--- src/design/ldfd_pkg.sv ---
`default_nettype none

package ldfd_pkg;

	localparam logic [7:0] SYNC_FIRST = 8'hA5;
	localparam logic [7:0] SYNC_SECOND = 8'h5A;

	// Header is five bytes; the first four are stored, the fifth is used live.
	localparam int HEADER_BYTES = 5;
	localparam logic [2:0] HDR_LAST_IDX = 3'(HEADER_BYTES - 1);

	localparam logic [7:0] RESET_VERSION = 8'd1;
	localparam logic [15:0] RESET_TOPIC_LIMIT = 16'd64;
	localparam logic [15:0] RESET_PAYLOAD_LIMIT = 16'd2048;

	localparam int CFG_INDEX_W = 2;
	localparam int CFG_DATA_W = 16;
	localparam logic [CFG_INDEX_W-1:0] REG_VERSION = 2'd0;
	localparam logic [CFG_INDEX_W-1:0] REG_TOPIC_LIMIT = 2'd1;
	localparam logic [CFG_INDEX_W-1:0] REG_PAYLOAD_LIMIT = 2'd2;

	localparam logic [1:0] KIND_HEADER = 2'd0;
	localparam logic [1:0] KIND_TOPIC = 2'd1;
	localparam logic [1:0] KIND_PAYLOAD = 2'd2;
	localparam logic [1:0] KIND_ERROR = 2'd3;

	localparam logic [1:0] ERR_NONE = 2'd0;
	localparam logic [1:0] ERR_VERSION = 2'd1;
	localparam logic [1:0] ERR_TOPIC_LEN = 2'd2;
	localparam logic [1:0] ERR_PAYLOAD_LEN = 2'd3;

	typedef struct packed {
		logic [7:0] expected_version;
		logic [15:0] topic_limit;
		logic [15:0] payload_limit;
	} cfg_t;

	typedef struct packed {
		logic [1:0] kind;
		logic [7:0] data_byte;
		logic [15:0] topic_count;
		logic [15:0] payload_count;
		logic [1:0] fault_code;
		logic frame_end;
	} result_t;

endpackage

`default_nettype wire

--- src/design/ldfd_cfg.sv ---
`default_nettype none

module ldfd_cfg
	import ldfd_pkg::*;
(
	input wire logic clk,
	input wire logic arst_n,
	input wire logic cfg_we,
	input wire logic [CFG_INDEX_W-1:0] cfg_index,
	input wire logic [CFG_DATA_W-1:0] cfg_data,
	output cfg_t cfg
);

	cfg_t cfg_q;

	always_ff @(posedge clk or negedge arst_n) begin
		if (!arst_n) begin
			cfg_q.expected_version <= RESET_VERSION;
			cfg_q.topic_limit <= RESET_TOPIC_LIMIT;
			cfg_q.payload_limit <= RESET_PAYLOAD_LIMIT;
		end else if (cfg_we) begin
			// Writes to an index past the register list are dropped.
			unique case (cfg_index)
				REG_VERSION: cfg_q.expected_version <= cfg_data[7:0];
				REG_TOPIC_LIMIT: cfg_q.topic_limit <= cfg_data;
				REG_PAYLOAD_LIMIT: cfg_q.payload_limit <= cfg_data;
				default: ;
			endcase
		end
	end

	assign cfg = cfg_q;

endmodule

`default_nettype wire

--- src/design/ldfd_in_stage.sv ---
`default_nettype none

module ldfd_in_stage
	import ldfd_pkg::*;
(
	input wire logic clk,
	input wire logic arst_n,
	input wire logic in_valid,
	output logic in_ready,
	input wire logic [7:0] in_byte,
	input wire logic advance,
	output logic valid_s1,
	output logic [7:0] byte_s1
);

	logic valid_q;
	logic [7:0] byte_q;

	assign in_ready = !valid_q || advance;

	always_ff @(posedge clk or negedge arst_n) begin
		if (!arst_n) begin
			valid_q <= 1'b0;
		end else if (in_ready) begin
			valid_q <= in_valid;
		end
	end

	always_ff @(posedge clk) begin
		if (in_ready && in_valid) begin
			byte_q <= in_byte;
		end
	end

	assign valid_s1 = valid_q;
	assign byte_s1 = byte_q;

endmodule

`default_nettype wire

--- src/design/ldfd_parser.sv ---
`default_nettype none

module ldfd_parser
	import ldfd_pkg::*;
(
	input wire logic clk,
	input wire logic arst_n,
	input wire logic step,
	input wire logic [7:0] byte_s1,
	input wire cfg_t cfg,
	output logic res_valid,
	output result_t res
);

	localparam logic [2:0] PH_HUNT1 = 3'd0;
	localparam logic [2:0] PH_HUNT2 = 3'd1;
	localparam logic [2:0] PH_HEADER = 3'd2;
	localparam logic [2:0] PH_TOPIC = 3'd3;
	localparam logic [2:0] PH_PAYLOAD = 3'd4;

	logic [2:0] phase_q, phase_d;
	logic [2:0] hidx_q, hidx_d;
	logic [15:0] topic_total_q, topic_total_d;
	logic [15:0] payload_total_q, payload_total_d;
	logic [15:0] topic_seen_q, topic_seen_d;
	logic [15:0] payload_seen_q, payload_seen_d;
	logic [7:0] hdr_store_q [4];
	logic hdr_we;

	logic [7:0] hdr_version;
	logic [15:0] hdr_topic_len;
	logic [15:0] hdr_payload_len;
	logic [1:0] hdr_err;
	logic [15:0] topic_seen_inc;
	logic [15:0] payload_seen_inc;

	assign hdr_version = hdr_store_q[0];
	assign hdr_topic_len = {hdr_store_q[1], hdr_store_q[2]};
	assign hdr_payload_len = {hdr_store_q[3], byte_s1};
	assign topic_seen_inc = topic_seen_q + 16'd1;
	assign payload_seen_inc = payload_seen_q + 16'd1;

	// Only the first failing check is reported: version, topic, payload.
	always_comb begin
		if (cfg.expected_version != 8'd0 && hdr_version != cfg.expected_version) begin
			hdr_err = ERR_VERSION;
		end else if (hdr_topic_len > cfg.topic_limit) begin
			hdr_err = ERR_TOPIC_LEN;
		end else if (hdr_payload_len > cfg.payload_limit) begin
			hdr_err = ERR_PAYLOAD_LEN;
		end else begin
			hdr_err = ERR_NONE;
		end
	end

	always_comb begin
		phase_d = phase_q;
		hidx_d = hidx_q;
		topic_total_d = topic_total_q;
		payload_total_d = payload_total_q;
		topic_seen_d = topic_seen_q;
		payload_seen_d = payload_seen_q;
		hdr_we = 1'b0;
		res_valid = 1'b0;
		res = '0;
		unique case (phase_q)
			PH_HUNT1: begin
				if (byte_s1 == SYNC_FIRST) begin
					phase_d = PH_HUNT2;
				end
			end
			PH_HUNT2: begin
				// A repeated first sync byte keeps waiting for the second one.
				if (byte_s1 == SYNC_SECOND) begin
					phase_d = PH_HEADER;
					hidx_d = 3'd0;
				end else if (byte_s1 != SYNC_FIRST) begin
					phase_d = PH_HUNT1;
				end
			end
			PH_HEADER: begin
				if (hidx_q < HDR_LAST_IDX) begin
					hdr_we = 1'b1;
					hidx_d = hidx_q + 3'd1;
				end else begin
					res_valid = 1'b1;
					phase_d = PH_HUNT1;
					hidx_d = 3'd0;
					topic_total_d = 16'd0;
					payload_total_d = 16'd0;
					topic_seen_d = 16'd0;
					payload_seen_d = 16'd0;
					if (hdr_err != ERR_NONE) begin
						res.kind = KIND_ERROR;
						res.fault_code = hdr_err;
						res.frame_end = 1'b1;
					end else begin
						res.kind = KIND_HEADER;
						res.topic_count = hdr_topic_len;
						res.payload_count = hdr_payload_len;
						if (hdr_topic_len != 16'd0 || hdr_payload_len != 16'd0) begin
							topic_total_d = hdr_topic_len;
							payload_total_d = hdr_payload_len;
							phase_d = (hdr_topic_len != 16'd0) ? PH_TOPIC : PH_PAYLOAD;
						end else begin
							// An empty frame ends on its last header byte.
							res.frame_end = 1'b1;
						end
					end
				end
			end
			PH_TOPIC: begin
				res_valid = 1'b1;
				res.kind = KIND_TOPIC;
				res.data_byte = byte_s1;
				topic_seen_d = topic_seen_inc;
				if (topic_seen_inc >= topic_total_q) begin
					if (payload_total_q == 16'd0) begin
						res.frame_end = 1'b1;
						phase_d = PH_HUNT1;
						hidx_d = 3'd0;
						topic_total_d = 16'd0;
						payload_total_d = 16'd0;
						topic_seen_d = 16'd0;
						payload_seen_d = 16'd0;
					end else begin
						phase_d = PH_PAYLOAD;
					end
				end
			end
			PH_PAYLOAD: begin
				res_valid = 1'b1;
				res.kind = KIND_PAYLOAD;
				res.data_byte = byte_s1;
				payload_seen_d = payload_seen_inc;
				if (payload_seen_inc >= payload_total_q) begin
					res.frame_end = 1'b1;
					phase_d = PH_HUNT1;
					hidx_d = 3'd0;
					topic_total_d = 16'd0;
					payload_total_d = 16'd0;
					topic_seen_d = 16'd0;
					payload_seen_d = 16'd0;
				end
			end
			default: begin
				phase_d = PH_HUNT1;
				hidx_d = 3'd0;
				topic_total_d = 16'd0;
				payload_total_d = 16'd0;
				topic_seen_d = 16'd0;
				payload_seen_d = 16'd0;
			end
		endcase
	end

	always_ff @(posedge clk or negedge arst_n) begin
		if (!arst_n) begin
			phase_q <= PH_HUNT1;
			hidx_q <= 3'd0;
			topic_total_q <= 16'd0;
			payload_total_q <= 16'd0;
			topic_seen_q <= 16'd0;
			payload_seen_q <= 16'd0;
		end else if (step) begin
			phase_q <= phase_d;
			hidx_q <= hidx_d;
			topic_total_q <= topic_total_d;
			payload_total_q <= payload_total_d;
			topic_seen_q <= topic_seen_d;
			payload_seen_q <= payload_seen_d;
		end
	end

	always_ff @(posedge clk) begin
		if (step && hdr_we) begin
			hdr_store_q[hidx_q[1:0]] <= byte_s1;
		end
	end

endmodule

`default_nettype wire

--- src/design/ldfd_out_stage.sv ---
`default_nettype none

module ldfd_out_stage
	import ldfd_pkg::*;
(
	input wire logic clk,
	input wire logic arst_n,
	input wire logic advance,
	input wire logic load_valid,
	input wire result_t load_res,
	output logic out_valid,
	output result_t out_res
);

	logic valid_s2;
	result_t res_s2;

	always_ff @(posedge clk or negedge arst_n) begin
		if (!arst_n) begin
			valid_s2 <= 1'b0;
		end else if (advance) begin
			valid_s2 <= load_valid;
		end
	end

	always_ff @(posedge clk) begin
		if (advance && load_valid) begin
			res_s2 <= load_res;
		end
	end

	assign out_valid = valid_s2;
	assign out_res = res_s2;

endmodule

`default_nettype wire

--- src/design/length_prefixed_frame_deframer_core.sv ---
// Length-prefixed frame deframer.
// Input channel: one stream word per in_valid/in_ready handshake on stream_byte.
// Output channel: zero or one result word per input word, on out_valid/out_ready,
// carrying kind, data_byte, topic_count, payload_count, fault_code and frame_end.
// The block hunts for the sync pair A5 5A, reads a five-byte header (version,
// topic length, payload length, both big-endian), reports acceptance or an
// error, then passes topic and payload words through, marking the frame's last.
// Configuration: cfg_we writes cfg_data to the register at cfg_index
// (0 version, 1 topic limit, 2 payload limit); write only while idle.
// An accepted input word passes through the input register, then the result
// register, before its result is shown on the output.
// Throughput: one word per cycle while the receiver takes results; the only state
// carried word to word is the phase and the counters, updated by a single compare-and-increment.
// Reset: registers return to version 1, topic limit 64, payload limit 2048,
// and the parser hunts for sync. When the receiver stalls, the result is held
// and the input register fills, after which in_ready drops.
`default_nettype none

module length_prefixed_frame_deframer_core
	import ldfd_pkg::*;
(
	input wire logic clk,
	input wire logic arst_n,
	input wire logic cfg_we,
	input wire logic [CFG_INDEX_W-1:0] cfg_index,
	input wire logic [CFG_DATA_W-1:0] cfg_data,
	input wire logic in_valid,
	output logic in_ready,
	input wire logic [7:0] stream_byte,
	output logic out_valid,
	input wire logic out_ready,
	output logic [1:0] kind,
	output logic [7:0] data_byte,
	output logic [15:0] topic_count,
	output logic [15:0] payload_count,
	output logic [1:0] fault_code,
	output logic frame_end
);

	cfg_t cfg;
	logic advance;
	logic valid_s1;
	logic [7:0] byte_s1;
	logic step;
	logic res_valid;
	result_t res;
	result_t out_res;

	// The result register can take a new word when empty or being drained.
	assign advance = !out_valid || out_ready;
	assign step = valid_s1 && advance;

	ldfd_cfg u_cfg (
		.clk(clk),
		.arst_n(arst_n),
		.cfg_we(cfg_we),
		.cfg_index(cfg_index),
		.cfg_data(cfg_data),
		.cfg(cfg)
	);

	ldfd_in_stage u_in_stage (
		.clk(clk),
		.arst_n(arst_n),
		.in_valid(in_valid),
		.in_ready(in_ready),
		.in_byte(stream_byte),
		.advance(advance),
		.valid_s1(valid_s1),
		.byte_s1(byte_s1)
	);

	ldfd_parser u_parser (
		.clk(clk),
		.arst_n(arst_n),
		.step(step),
		.byte_s1(byte_s1),
		.cfg(cfg),
		.res_valid(res_valid),
		.res(res)
	);

	ldfd_out_stage u_out_stage (
		.clk(clk),
		.arst_n(arst_n),
		.advance(advance),
		.load_valid(valid_s1 && res_valid),
		.load_res(res),
		.out_valid(out_valid),
		.out_res(out_res)
	);

	assign kind = out_res.kind;
	assign data_byte = out_res.data_byte;
	assign topic_count = out_res.topic_count;
	assign payload_count = out_res.payload_count;
	assign fault_code = out_res.fault_code;
	assign frame_end = out_res.frame_end;

`ifndef SYNTHESIS
	a_accept_fills_s1: assert property (@(posedge clk) disable iff (!arst_n)
		in_valid && in_ready |=> valid_s1)
		else $error("accepted word did not reach the input register");

	a_empty_out_ready: assert property (@(posedge clk) disable iff (!arst_n)
		!out_valid |-> in_ready)
		else $error("input stalled while the result register is empty");

	a_error_ends_frame: assert property (@(posedge clk) disable iff (!arst_n)
		out_valid && kind == KIND_ERROR |-> frame_end && fault_code != ERR_NONE)
		else $error("header error result without frame end or error code");
`endif

endmodule

`default_nettype wire

--- config.mk ---
export PLATFORM = sky130hd
export DESIGN_NAME = length_prefixed_frame_deframer_core
export DESIGN_NICKNAME = d
export VERILOG_FILES = /design/src/design/ldfd_pkg.sv /design/src/design/ldfd_cfg.sv /design/src/design/ldfd_in_stage.sv /design/src/design/ldfd_parser.sv /design/src/design/ldfd_out_stage.sv /design/src/design/length_prefixed_frame_deframer_core.sv
export SDC_FILE = /design/constraint.sdc
export NUM_CORES = 1
export LEC_CHECK = 0
export BUFFER_PORTS_ARGS = -buffer_cell sky130_fd_sc_hd__buf_2
export CORE_UTILIZATION = 35
export DETAILED_ROUTE_END_ITERATION = 10
export MAX_ROUTING_LAYER = met4
export SETUP_SLACK_MARGIN = 0.02
export SYNTH_ARGS = -nofsm -noshare
export SYNTH_HDL_FRONTEND = slang
export SYNTH_SLANG_ARGS = --single-unit
--- constraint.sdc ---
create_clock -name clk -period 4.25 [get_ports clk]
set_input_delay 0.425 -clock clk [delete_from_list [all_inputs] [get_ports clk]]
set_output_delay 0.425 -clock clk [all_outputs]
set_load 0.02 [all_outputs]
==> results of run 1 <==
-- critical path, stage by stage (launching register included) --
cell and delay (ps):
dfrtp_1 450, nand3_1 120, nor2_1 210, and3_1 320
nand3_1 230, nor2_1 220, xor2_1 250, ha_1 300
nand4_1 150, a211oi_1 60, a211o_1 280, a21oi_2 290
a2bb2oi_4 390, buf_4 320, o21ai_0 110, o21ai_0 80
-- state kept, by name (all words and copies together), names as in the netlist --
| signal | flops |
|---|---|
| u_in_stage.valid_s1 | 1 |
| u_parser.payload_seen_q | 16 |
| u_parser.topic_seen_q | 16 |
| u_parser.topic_total_q | 16 |
| u_cfg.cfg | 40 |
| u_parser.phase_q | 3 |
| u_out_stage.out_valid | 1 |
| u_parser.hdr_store_q | 32 |
| u_in_stage.byte_s1 | 8 |
| u_out_stage.out_res | 45 |
| u_parser.hidx_q | 3 |
| u_parser.payload_total_q | 16 |
-- synthesized netlist by cell type, types with 11 or more instances --
cell	number	share of area
xor2_1	21	0.018
inv_1	103	0.038
edfxtp_1	85	0.25
nor4_1	18	0.011
nand4_1	16	0.0099
nand2_1	44	0.016
dfrtp_1	109	0.27
clkbuf_1	11	0.0041
a21oi_1	27	0.013
nor3_2	12	0.012
mux2_2	43	0.048
nor2_1	36	0.013
a22o_1	13	0.011
xnor2_1	16	0.014
nand3_1	31	0.015
o21ai_1	52	0.026
ha_1	70	0.087
o21bai_1	12	0.0089
nor3_1	34	0.017
o21ai_0	34	0.017
-- metrics by stage --
stage / instances / power (mW)
after detailed placement: 1350 / 3.51
final: 1382 / 5.15
after global routing: 1382 / 5.39
after CTS: 1382 / 5.19
after global placement: 1350 / 3.49
after floorplan: 902 / 3.17
-- layout by cell type, fill, tap and decap left out, drive strengths merged, types with 5 or more instances in the layout --
| cell | n |
|---|---|
| buf | 100 |
| o21ai | 88 |
| a21oi | 28 |
| mux2 | 43 |
| and3 | 9 |
| nand2 | 44 |
| nand3 | 31 |
| dfrtp | 109 |
| nor2b | 7 |
| xnor2 | 16 |
| a21o | 10 |
| a22o | 13 |
| nor4 | 19 |
| o31ai | 5 |
| ha | 70 |
| nand4 | 16 |
| inv | 109 |
| clkbuf | 19 |
| edfxtp | 85 |
| nor3 | 46 |
| o21bai | 12 |
| a211oi | 9 |
| nor2 | 39 |
| and2 | 8 |
| xor2 | 21 |
-- power groups by stage --
stage	clock network (mW)	logic [mW]	registers [mW]
detailed placement	0	1.12	2.39
global placement	0	1.10	2.39
CTS	1.71	1.12	2.35
floorplan	0	0.729	2.44
global route	1.78	1.23	2.38
finish	1.68	1.12	2.35
-- logic make-up (layout without fill, tap and decap cells) --
logic type               Yosys count  in the layout  synth area share
buffers and inverters            133            235            0.0583
XOR/XNOR                          37             37            0.0321
AND/OR/NAND/NOR                  234            234             0.126
flip-flops                       197            197             0.531
multiplexers                      44             44            0.0490
AO/OA/AOI/OAI                    187            187             0.117
adder cells (fa/ha/maj)           70             70            0.0868
-- layer usage --
metal	share of wire	GRT usage	vias to the layer above
li1	-	-	3405
met1	0.47	0.236	3468
met2	0.47	0.271	148
met3	0.037	0.0327	32
met4	0.021	0.0585	0
met5	0	-	-
-- repair_timing --
action	4_1_cts	5_1_grt
hold buffers	0	0
gates resized for setup	0	1
setup endpoints to repair	0	10
endpoints found under the hold margin	0	0
-- worst max-delay path by stage --
stage	startpoint	end
3_3_place_gp	u_parser.payload_seen_q[0]$_DFFE_PN0P_	u_parser.payload_seen_q[0]$_DFFE_PN0P_
6_report	u_parser.topic_seen_q[2]$_DFFE_PN0P_	u_parser.payload_total_q[15]$_DFFE_PN0P_
2_1_floorplan	u_parser.payload_seen_q[0]$_DFFE_PN0P_	u_parser.phase_q[1]$_DFFE_PN0P_
3_5_place_dp	u_parser.payload_seen_q[0]$_DFFE_PN0P_	u_parser.payload_seen_q[0]$_DFFE_PN0P_
4_1_cts	u_parser.payload_seen_q[0]$_DFFE_PN0P_	u_parser.payload_seen_q[0]$_DFFE_PN0P_
5_1_grt	u_parser.payload_seen_q[0]$_DFFE_PN0P_	u_parser.topic_seen_q[0]$_DFFE_PN0P_
-- cell type report --
type                       count  area (sq um)  area share
clock inverter                13           163      0.0141
timing repair buffer         100           586      0.0506
clock buffer                  19           443      0.0383
multi-input combinational    572          4160       0.359
inverter                     103           387      0.0334
sequential                   197          5360       0.463
tap                          378           473      0.0409
==> impl_metrics.yaml, run 1 <==
placement:
  place_congestion: 0.824
  io_buffers: 77
  placed_area_sq_um: 11000
  dpl.hpwl_um: 17700
  pre_cts_slack_ps: 349
power_and_ir_drop:
  internal_power_mw: 3.53
  max-vdd-ir-drop_mv: 0.225
  p_seq_frac: 0.457
  power_leakage_nw: 4.96
  power_switching_mw: 1.62
  comb_power_share: 0.217
  clockPowerShare: 0.326
  powerDensity_nw_per_um2: 445
  p_sw_frac: 0.315
die:
  rows: 61
  start_util: 0.359
  die_y_um: 172
  core_area_sq_um: 28100
  die-area_sq_um: 29500
  fp.dieW_um: 172
  io_pins: 78
drt:
  vias_per_cell: 5.10
  wl_um: 24000
  dr.pass1.iters: 5
  wl_per_cell_um: 17.4
  dr_total_vias: 7053
  first_iter_violations: 469
  drtAntennaViolNets: 0
  drc: 0
timing:
  relSlewSlack: 0.324
  skew_ps: 9.19
  tns_ps: 0
  whs_ps: 47.1
  rsz0062_at_grt: "no"
  clock.fmax_mhz: 259
  setup_viol: 0
  fin_ws_ps: 395
  fin_crit_sh: 0.907
  hold_violations: 0
  min_period_ps: 3860
  slew_viol_final: 0
  worst_slew_pin_slew_ps: 1010
critical_path:
  r2r-end: "u_parser.payload_total_q[15]$_DFFE_PN0P_"
  crit_type: "reg2reg"
  cp.required_ps: 4610
  cp-end-kind: "flop"
  r2r_cells: 15
  reg2reg_from: "u_parser.topic_seen_q[2]$_DFFE_PN0P_"
  arrival_ps: 4210
  r2r_slack_ps: 390
  critPathLaunchType: "flop"
  critPathMaxFanout: 18
synthesis:
  synth_warnings: 0
  synthFlopType: "dfrtp_1"
  ys_seq_area_frac: 0.531
  avgSynthCellArea_sq_um: 11.2
  synth_seq_cells: 197
  syn-cell-area_sq_um: 10100
  syn_inst: 902
  synth_fp_nets: 1003
  ys_types: 61
  synth_edf_count: 85
  async_flop_share: 0.569
grt:
  grt_max_degree: 54
  grt_pass1_vias: 6980
  grt_pass1_wl_um: 38300
  grt-ovfl-total: 0
  antenna_found_initial: 0
  groute.usage.overall: 0.177
final_layout:
  area_growth_pct: 14.7
  final_area_sq_um: 11600
  final_util: 0.412
  drive_gt1_frac: 0.206
  diodes: 0
  final_nets: 1092
  final.fill_count: 2821
clock_network:
  clock_path_buffers: 2
  cts_htree_levels: 4
  cts_buffers: 17
  clk_pin_slew_worst_paths_ps: 70
  cts_tree: "built"
  cts_root_buf: "clkbuf_16"
  cts_sinks: 197
  post-cts-setup-buffers: 0
  clk_latency_ps: 440
hold_path:
  min_path_type: "in2async"
job:
  maxCapViolCount: 0
run_status:
  status: "finished clean"
Power figures use the tool's default switching activity.
==> run 2: changes to the inputs <==
--- a/config.mk
+++ b/config.mk
@@ -10,6 +10,7 @@
 export DETAILED_ROUTE_END_ITERATION = 10
 export MAX_ROUTING_LAYER = met4
 export SETUP_SLACK_MARGIN = 0.02
+export SKIP_CTS_REPAIR_TIMING = 1
 export SYNTH_ARGS = -nofsm -noshare
 export SYNTH_HDL_FRONTEND = slang
 export SYNTH_SLANG_ARGS = --single-unit
==> constraint.sdc (replaced) <==
create_clock -name clk -period 4.4 [get_ports clk]
set_input_delay 0.44 -clock clk [delete_from_list [all_inputs] [get_ports clk]]
set_output_delay 0.44 -clock clk [all_outputs]
set_load 0.02 [all_outputs]
==> impl_metrics.yaml, run 2 (synthesis results as in run 1) <==
clock_network:
  clk_pin_slew_worst_paths_ps: 70
  cts_htree_levels: 4
  cts_tree: "built"
  clock_path_buffers: 2
  clk_latency_ps: 440
  cts_root_buf: "clkbuf_16"
  cts_buffers: 17
  cts_sinks: 197
drt:
  wl_um: 23900
  vias_per_cell: 5.07
  drtAntennaViolNets: 0
  dr_total_vias: 6996
  drc: 0
  first_iter_violations: 453
  dr.pass1.iters: 5
  wl_per_cell_um: 17.3
die:
  core_area_sq_um: 28100
  io_pins: 78
  die-area_sq_um: 29500
  die_y_um: 172
  start_util: 0.359
  fp.dieW_um: 172
  rows: 61
final_layout:
  layout_common_cells: "109 x dfrtp_1, 102 x inv_1, 85 x edfxtp_1"
  multi_input_area_sq_um: 4160
  drive_gt1_frac: 0.199
  final_common_cell: "dfrtp_1"
  largest_reg_flops: 45
  final.fill_count: 2774
  fin_cells: 1380
  final_nets: 1090
  final_util: 0.409
  seq_area_sq_um: 5360
  area_growth_pct: 13.8
  diodes: 0
critical_path:
  critPathLaunchType: "flop"
  critPathMaxFanout: 11
  critPathSlowestCell: "dfrtp_1"
  r2r-end: "u_parser.payload_seen_q[9]$_DFFE_PN0P_"
  crit_chain: "ha_1, nand3_1, nor2_2, and3_1, nand3_1, nor2_1, xnor2_1, inv_1, ha_1, o21ai_0, nor2_1, a2111oi_1, o21ai_1, or2_1, buf_4, nor3b_1, a221o_1"
  critical_path_buf_inv_count: 2
  max_stage_delay_ps: 420
  crit_family: "simple AND/OR/NAND/NOR gates"
  reg2reg_from: "u_parser.payload_seen_q[0]$_DFFE_PN0P_"
  cp.required_ps: 4770
  cp-end-kind: "flop"
  crit_type: "reg2reg"
  r2r_slack_ps: 340
  r2r_cells: 17
  arrival_ps: 4430
timing:
  skew_ps: 10.9
  clock.fmax_mhz: 246
  rsz0062_at_grt: "yes"
  hold_violations: 0
  fin_crit_sh: 0.923
  whs_ps: 63.2
  relSlewSlack: 0.302
  setup_viol: 0
  tns_ps: 0
  slew_viol_final: 0
  min_period_ps: 4060
  worst_slew_pin_slew_ps: 1050
placement:
  io_buffers: 77
  dpl.hpwl_um: 17700
  place_congestion: 0.816
  dpl.cell_count: 1345
job:
  maxCapViolCount: 0
grt:
  grt_pass1_vias: 6901
  antenna_found_initial: 0
  grt_pass1_wl_um: 38000
  grt-ovfl-total: 0
  groute.usage.overall: 0.176
  grt_max_degree: 59
hold_path:
  min_path_type: "in2async"
power_and_ir_drop:
  power_leakage_nw: 4.91
  max-vdd-ir-drop_mv: 0.244
  power_mw: 4.85
  powerDensity_nw_per_um2: 422
run_status:
  status: "finished clean"
run 2: cell count changes in the layout (fill, tap and decap cells not counted), moves of 2 or more:
cell        before  now
clkbuf_1         1    6
nor2_2           3    5
nor2_1          35   33
inv_8            4    0
clkinvlp_4       3    0
clkinv_1         0    2
run 2: stage by stage:
| step | setup WS, ps | cell area [sq um] |
|---|---|---|
| finish | 338 | 11500 |
| global route | -35.0 | 11500 |
| CTS | 285 | 11400 |
| detailed placement | 313 | 10900 |
| global placement | 460 | 10900 |
| floorplan | 889 | 10100 |
run 2: routing by layer:
layer	share of wire	global-route usage	up-vias
met5	0	-	-
met4	0.014	0.0489	0
met3	0.041	0.0324	21
met2	0.47	0.277	168
met1	0.47	0.231	3399
li1	-	-	3408
run 2: report_power, final:
| group | switching [mW] | leakage, nW | internal [mW] | total, mW |
|---|---|---|---|---|
| Clock | 0.692 | 0.262 | 0.797 | 1.49 |
| Combinational | 0.696 | 2.40 | 0.381 | 1.08 |
| Sequential | 0.127 | 2.25 | 2.15 | 2.28 |
run 2: final cells by class:
| cell class | instances | area share |
|---|---|---|
| clock inverters | 8 | 0.00676 |
| multi-input cells | 572 | 0.363 |
| well taps | 378 | 0.0412 |
| flip-flops and latches | 197 | 0.467 |
| repair buffers | 98 | 0.0486 |
| inverters | 103 | 0.0337 |
| clock buffers | 24 | 0.0402 |
run 2: how the worst max path moves through the flow:
| stage | startpoint | endpoint | slack (ps) | cells after the start |
|---|---|---|---|---|
| after floorplan | u_parser.payload_seen_q[0]$_DFFE_PN0P_ | u_parser.phase_q[1]$_DFFE_PN0P_ | 890 | 18 |
| after global placement | u_parser.payload_seen_q[0]$_DFFE_PN0P_ | u_parser.payload_seen_q[0]$_DFFE_PN0P_ | 460 | 17 |
| after detailed placement | u_parser.payload_seen_q[0]$_DFFE_PN0P_ | u_parser.payload_seen_q[9]$_DFFE_PN0P_ | 310 | 17 |
| after CTS | u_parser.payload_seen_q[0]$_DFFE_PN0P_ | u_parser.payload_seen_q[9]$_DFFE_PN0P_ | 290 | 17 |
| after global routing | u_parser.payload_seen_q[0]$_DFFE_PN0P_ | u_parser.payload_seen_q[10]$_DFFE_PN0P_ | -40 | 17 |
| final | u_parser.payload_seen_q[0]$_DFFE_PN0P_ | u_parser.payload_seen_q[9]$_DFFE_PN0P_ | 340 | 17 |
run 2: worst reg2reg max path, cell delays in order (launching register included):
cell,delay [ps]
dfrtp_1,420
ha_1,240
nand3_1,160
nor2_2,240
and3_1,260
nand3_1,180
nor2_1,170
xnor2_1,170
inv_1,70
ha_1,280
o21ai_0,160
nor2_1,70
a2111oi_1,350
o21ai_1,210
or2_1,380
buf_4,260
nor3b_1,230
a221o_1,150
==> run 3: changes to the inputs <==
--- a/config.mk
+++ b/config.mk
@@ -7,6 +7,7 @@
 export LEC_CHECK = 0
 export BUFFER_PORTS_ARGS = -buffer_cell sky130_fd_sc_hd__buf_2
 export CORE_UTILIZATION = 35
+export CTS_CLUSTER_DIAMETER = 60
 export DETAILED_ROUTE_END_ITERATION = 10
 export MAX_ROUTING_LAYER = met4
 export SETUP_SLACK_MARGIN = 0.02
==> constraint.sdc (replaced) <==
create_clock -name clk -period 3.9 [get_ports clk]
set_input_delay 0.39 -clock clk [delete_from_list [all_inputs] [get_ports clk]]
set_output_delay 0.39 -clock clk [all_outputs]
set_load 0.02 [all_outputs]
==> impl_metrics.yaml, run 3 (synthesis results as in run 1) <==
clock_network:
  cts_sinks: 197
  cts_htree_levels: 4
  clk_pin_slew_worst_paths_ps: 80
  cts_root_buf: "clkbuf_16"
  clk_latency_ps: 440
  clock_path_buffers: 2
  cts_buffers: 17
  cts_tree: "built"
timing:
  whs_ps: -9.16
  skew_ps: 13.2
  min_period_ps: 3650
  slew_viol_final: 0
  fin_crit_sh: 0.936
  clock.fmax_mhz: 274
  relSlewSlack: 0.305
  setup_viol: 0
  hold_violations: 3
  worst_slew_pin_slew_ps: 1040
  fin_ws_ps: 248
  rsz0062_at_grt: "no"
placement:
  pre_cts_slack_ps: -62.5
  place_congestion: 0.810
  io_buffers: 77
  dpl.hpwl_um: 17900
critical_path:
  cp-end-kind: "flop"
  crit_type: "reg2reg"
  crit_family: "compound AO/OA/AOI/OAI gates"
  crit_chain: "ha_1, nand3_1, nor2_1, and3_1, and3_1, xor2_1, ha_1, nand4_1, a211oi_1, a211o_1, a21oi_4, a2bb2oi_4, buf_4, nor2_8, a221o_1"
  max_stage_delay_ps: 430
  critPathMaxFanout: 9
  critical_path_buf_inv_count: 1
  cp.required_ps: 4220
  critPathSlowestCell: "dfrtp_1"
  critPathLaunchType: "flop"
  arrival_ps: 3970
final_layout:
  final_nets: 1101
  final.fill_count: 2773
  drive_gt1_frac: 0.220
  layout_common_cells: "109 x dfrtp_1, 102 x inv_1, 85 x edfxtp_1"
  largest_reg_flops: 45
  area_growth_pct: 15.4
  diodes: 0
  final_common_cell: "dfrtp_1"
grt:
  groute.usage.overall: 0.178
  grt_pass1_vias: 6986
  grt-ovfl-total: 0
  grt_max_degree: 61
  antenna_found_initial: 0
  grt_pass1_wl_um: 38600
die:
  die-area_sq_um: 29500
  io_pins: 78
  start_util: 0.359
  rows: 61
  fp.dieW_um: 172
  die_y_um: 172
  core_area_sq_um: 28100
drt:
  vias_per_cell: 5.07
  first_iter_violations: 469
  wl_per_cell_um: 17.4
  dr_total_vias: 7047
  dr.pass1.iters: 5
  drtAntennaViolNets: 0
  drc: 0
  wl_um: 24200
run_status:
  status: "complete, but fails checks"
  violations: "hold timing"
power_and_ir_drop:
  max-vdd-ir-drop_mv: 0.276
  power_leakage_nw: 5.00
  powerDensity_nw_per_um2: 479
  power_mw: 5.57
hold_path:
  min_path_type: "in2async"
job:
  maxCapViolCount: 0
## run 3: cell count changes in the layout (fill, tap and decap cells not counted), moves of 2 or more
| cell | previous run | this run |
|---|---|---|
| a2111oi_2 | 0 | 2 |
| clkinv_4 | 3 | 1 |
| inv_8 | 0 | 4 |
| clkbuf_1 | 6 | 0 |
| buf_4 | 21 | 30 |
| clkinvlp_4 | 0 | 3 |
| inv_6 | 1 | 3 |
## run 3: path summary, 6_finish.rpt
check	cells past startpoint	to	slack (ps)	start
min in group clk	1	u_in_stage.byte_s1[2]$_DFFE_PP_	120	stream_byte[2]
worst min-delay path	1	u_parser.payload_seen_q[8]$_DFFE_PN0P_	-9	arst_n
worst max-delay path	15	u_parser.payload_seen_q[9]$_DFFE_PN0P_	250	u_parser.topic_seen_q[0]$_DFFE_PN0P_
worst min register to register	2	u_parser.topic_total_q[11]$_DFFE_PN0P_	500	u_parser.topic_total_q[11]$_DFFE_PN0P_
max in group asynchronous	2	u_cfg.cfg[32]$_DFFE_PN1P_	3090	arst_n
worst max register to register	15	u_parser.payload_seen_q[9]$_DFFE_PN0P_	250	u_parser.topic_seen_q[0]$_DFFE_PN0P_
## run 3: per-layer routing
metal,global-route usage,share of wire
met5,-,0
met4,0.0585,0.022
met3,0.0295,0.029
met2,0.281,0.48
met1,0.233,0.47
## run 3: layout make-up
cell class,count,area (sq um),area share
repair buffers,109,657,0.0564
clock inverters,15,146,0.0126
multi-input cells,572,4190,0.360
inverters,103,387,0.0332
clock buffers,17,425,0.0366
well taps,378,473,0.0406
flip-flops and latches,197,5360,0.460
## run 3: stage by stage
stage	utilization	TNS [ps]	std cells	instance area, sq um
after detailed placement	0.391	-62.5	1355	11000
after floorplan	-	0	902	10100
final	0.414	0	1391	11600
after global routing	0.414	0	1391	11600
after CTS	0.411	-83.9	1387	11600
after global placement	0.391	0	1355	11000
## run 3: power breakdown
| part | switching (mW) | internal, mW | total, mW |
|---|---|---|---|
| registers | 0.140 | 2.43 | 2.57 |
| logic | 0.794 | 0.468 | 1.26 |
| clock network | 0.839 | 0.901 | 1.74 |
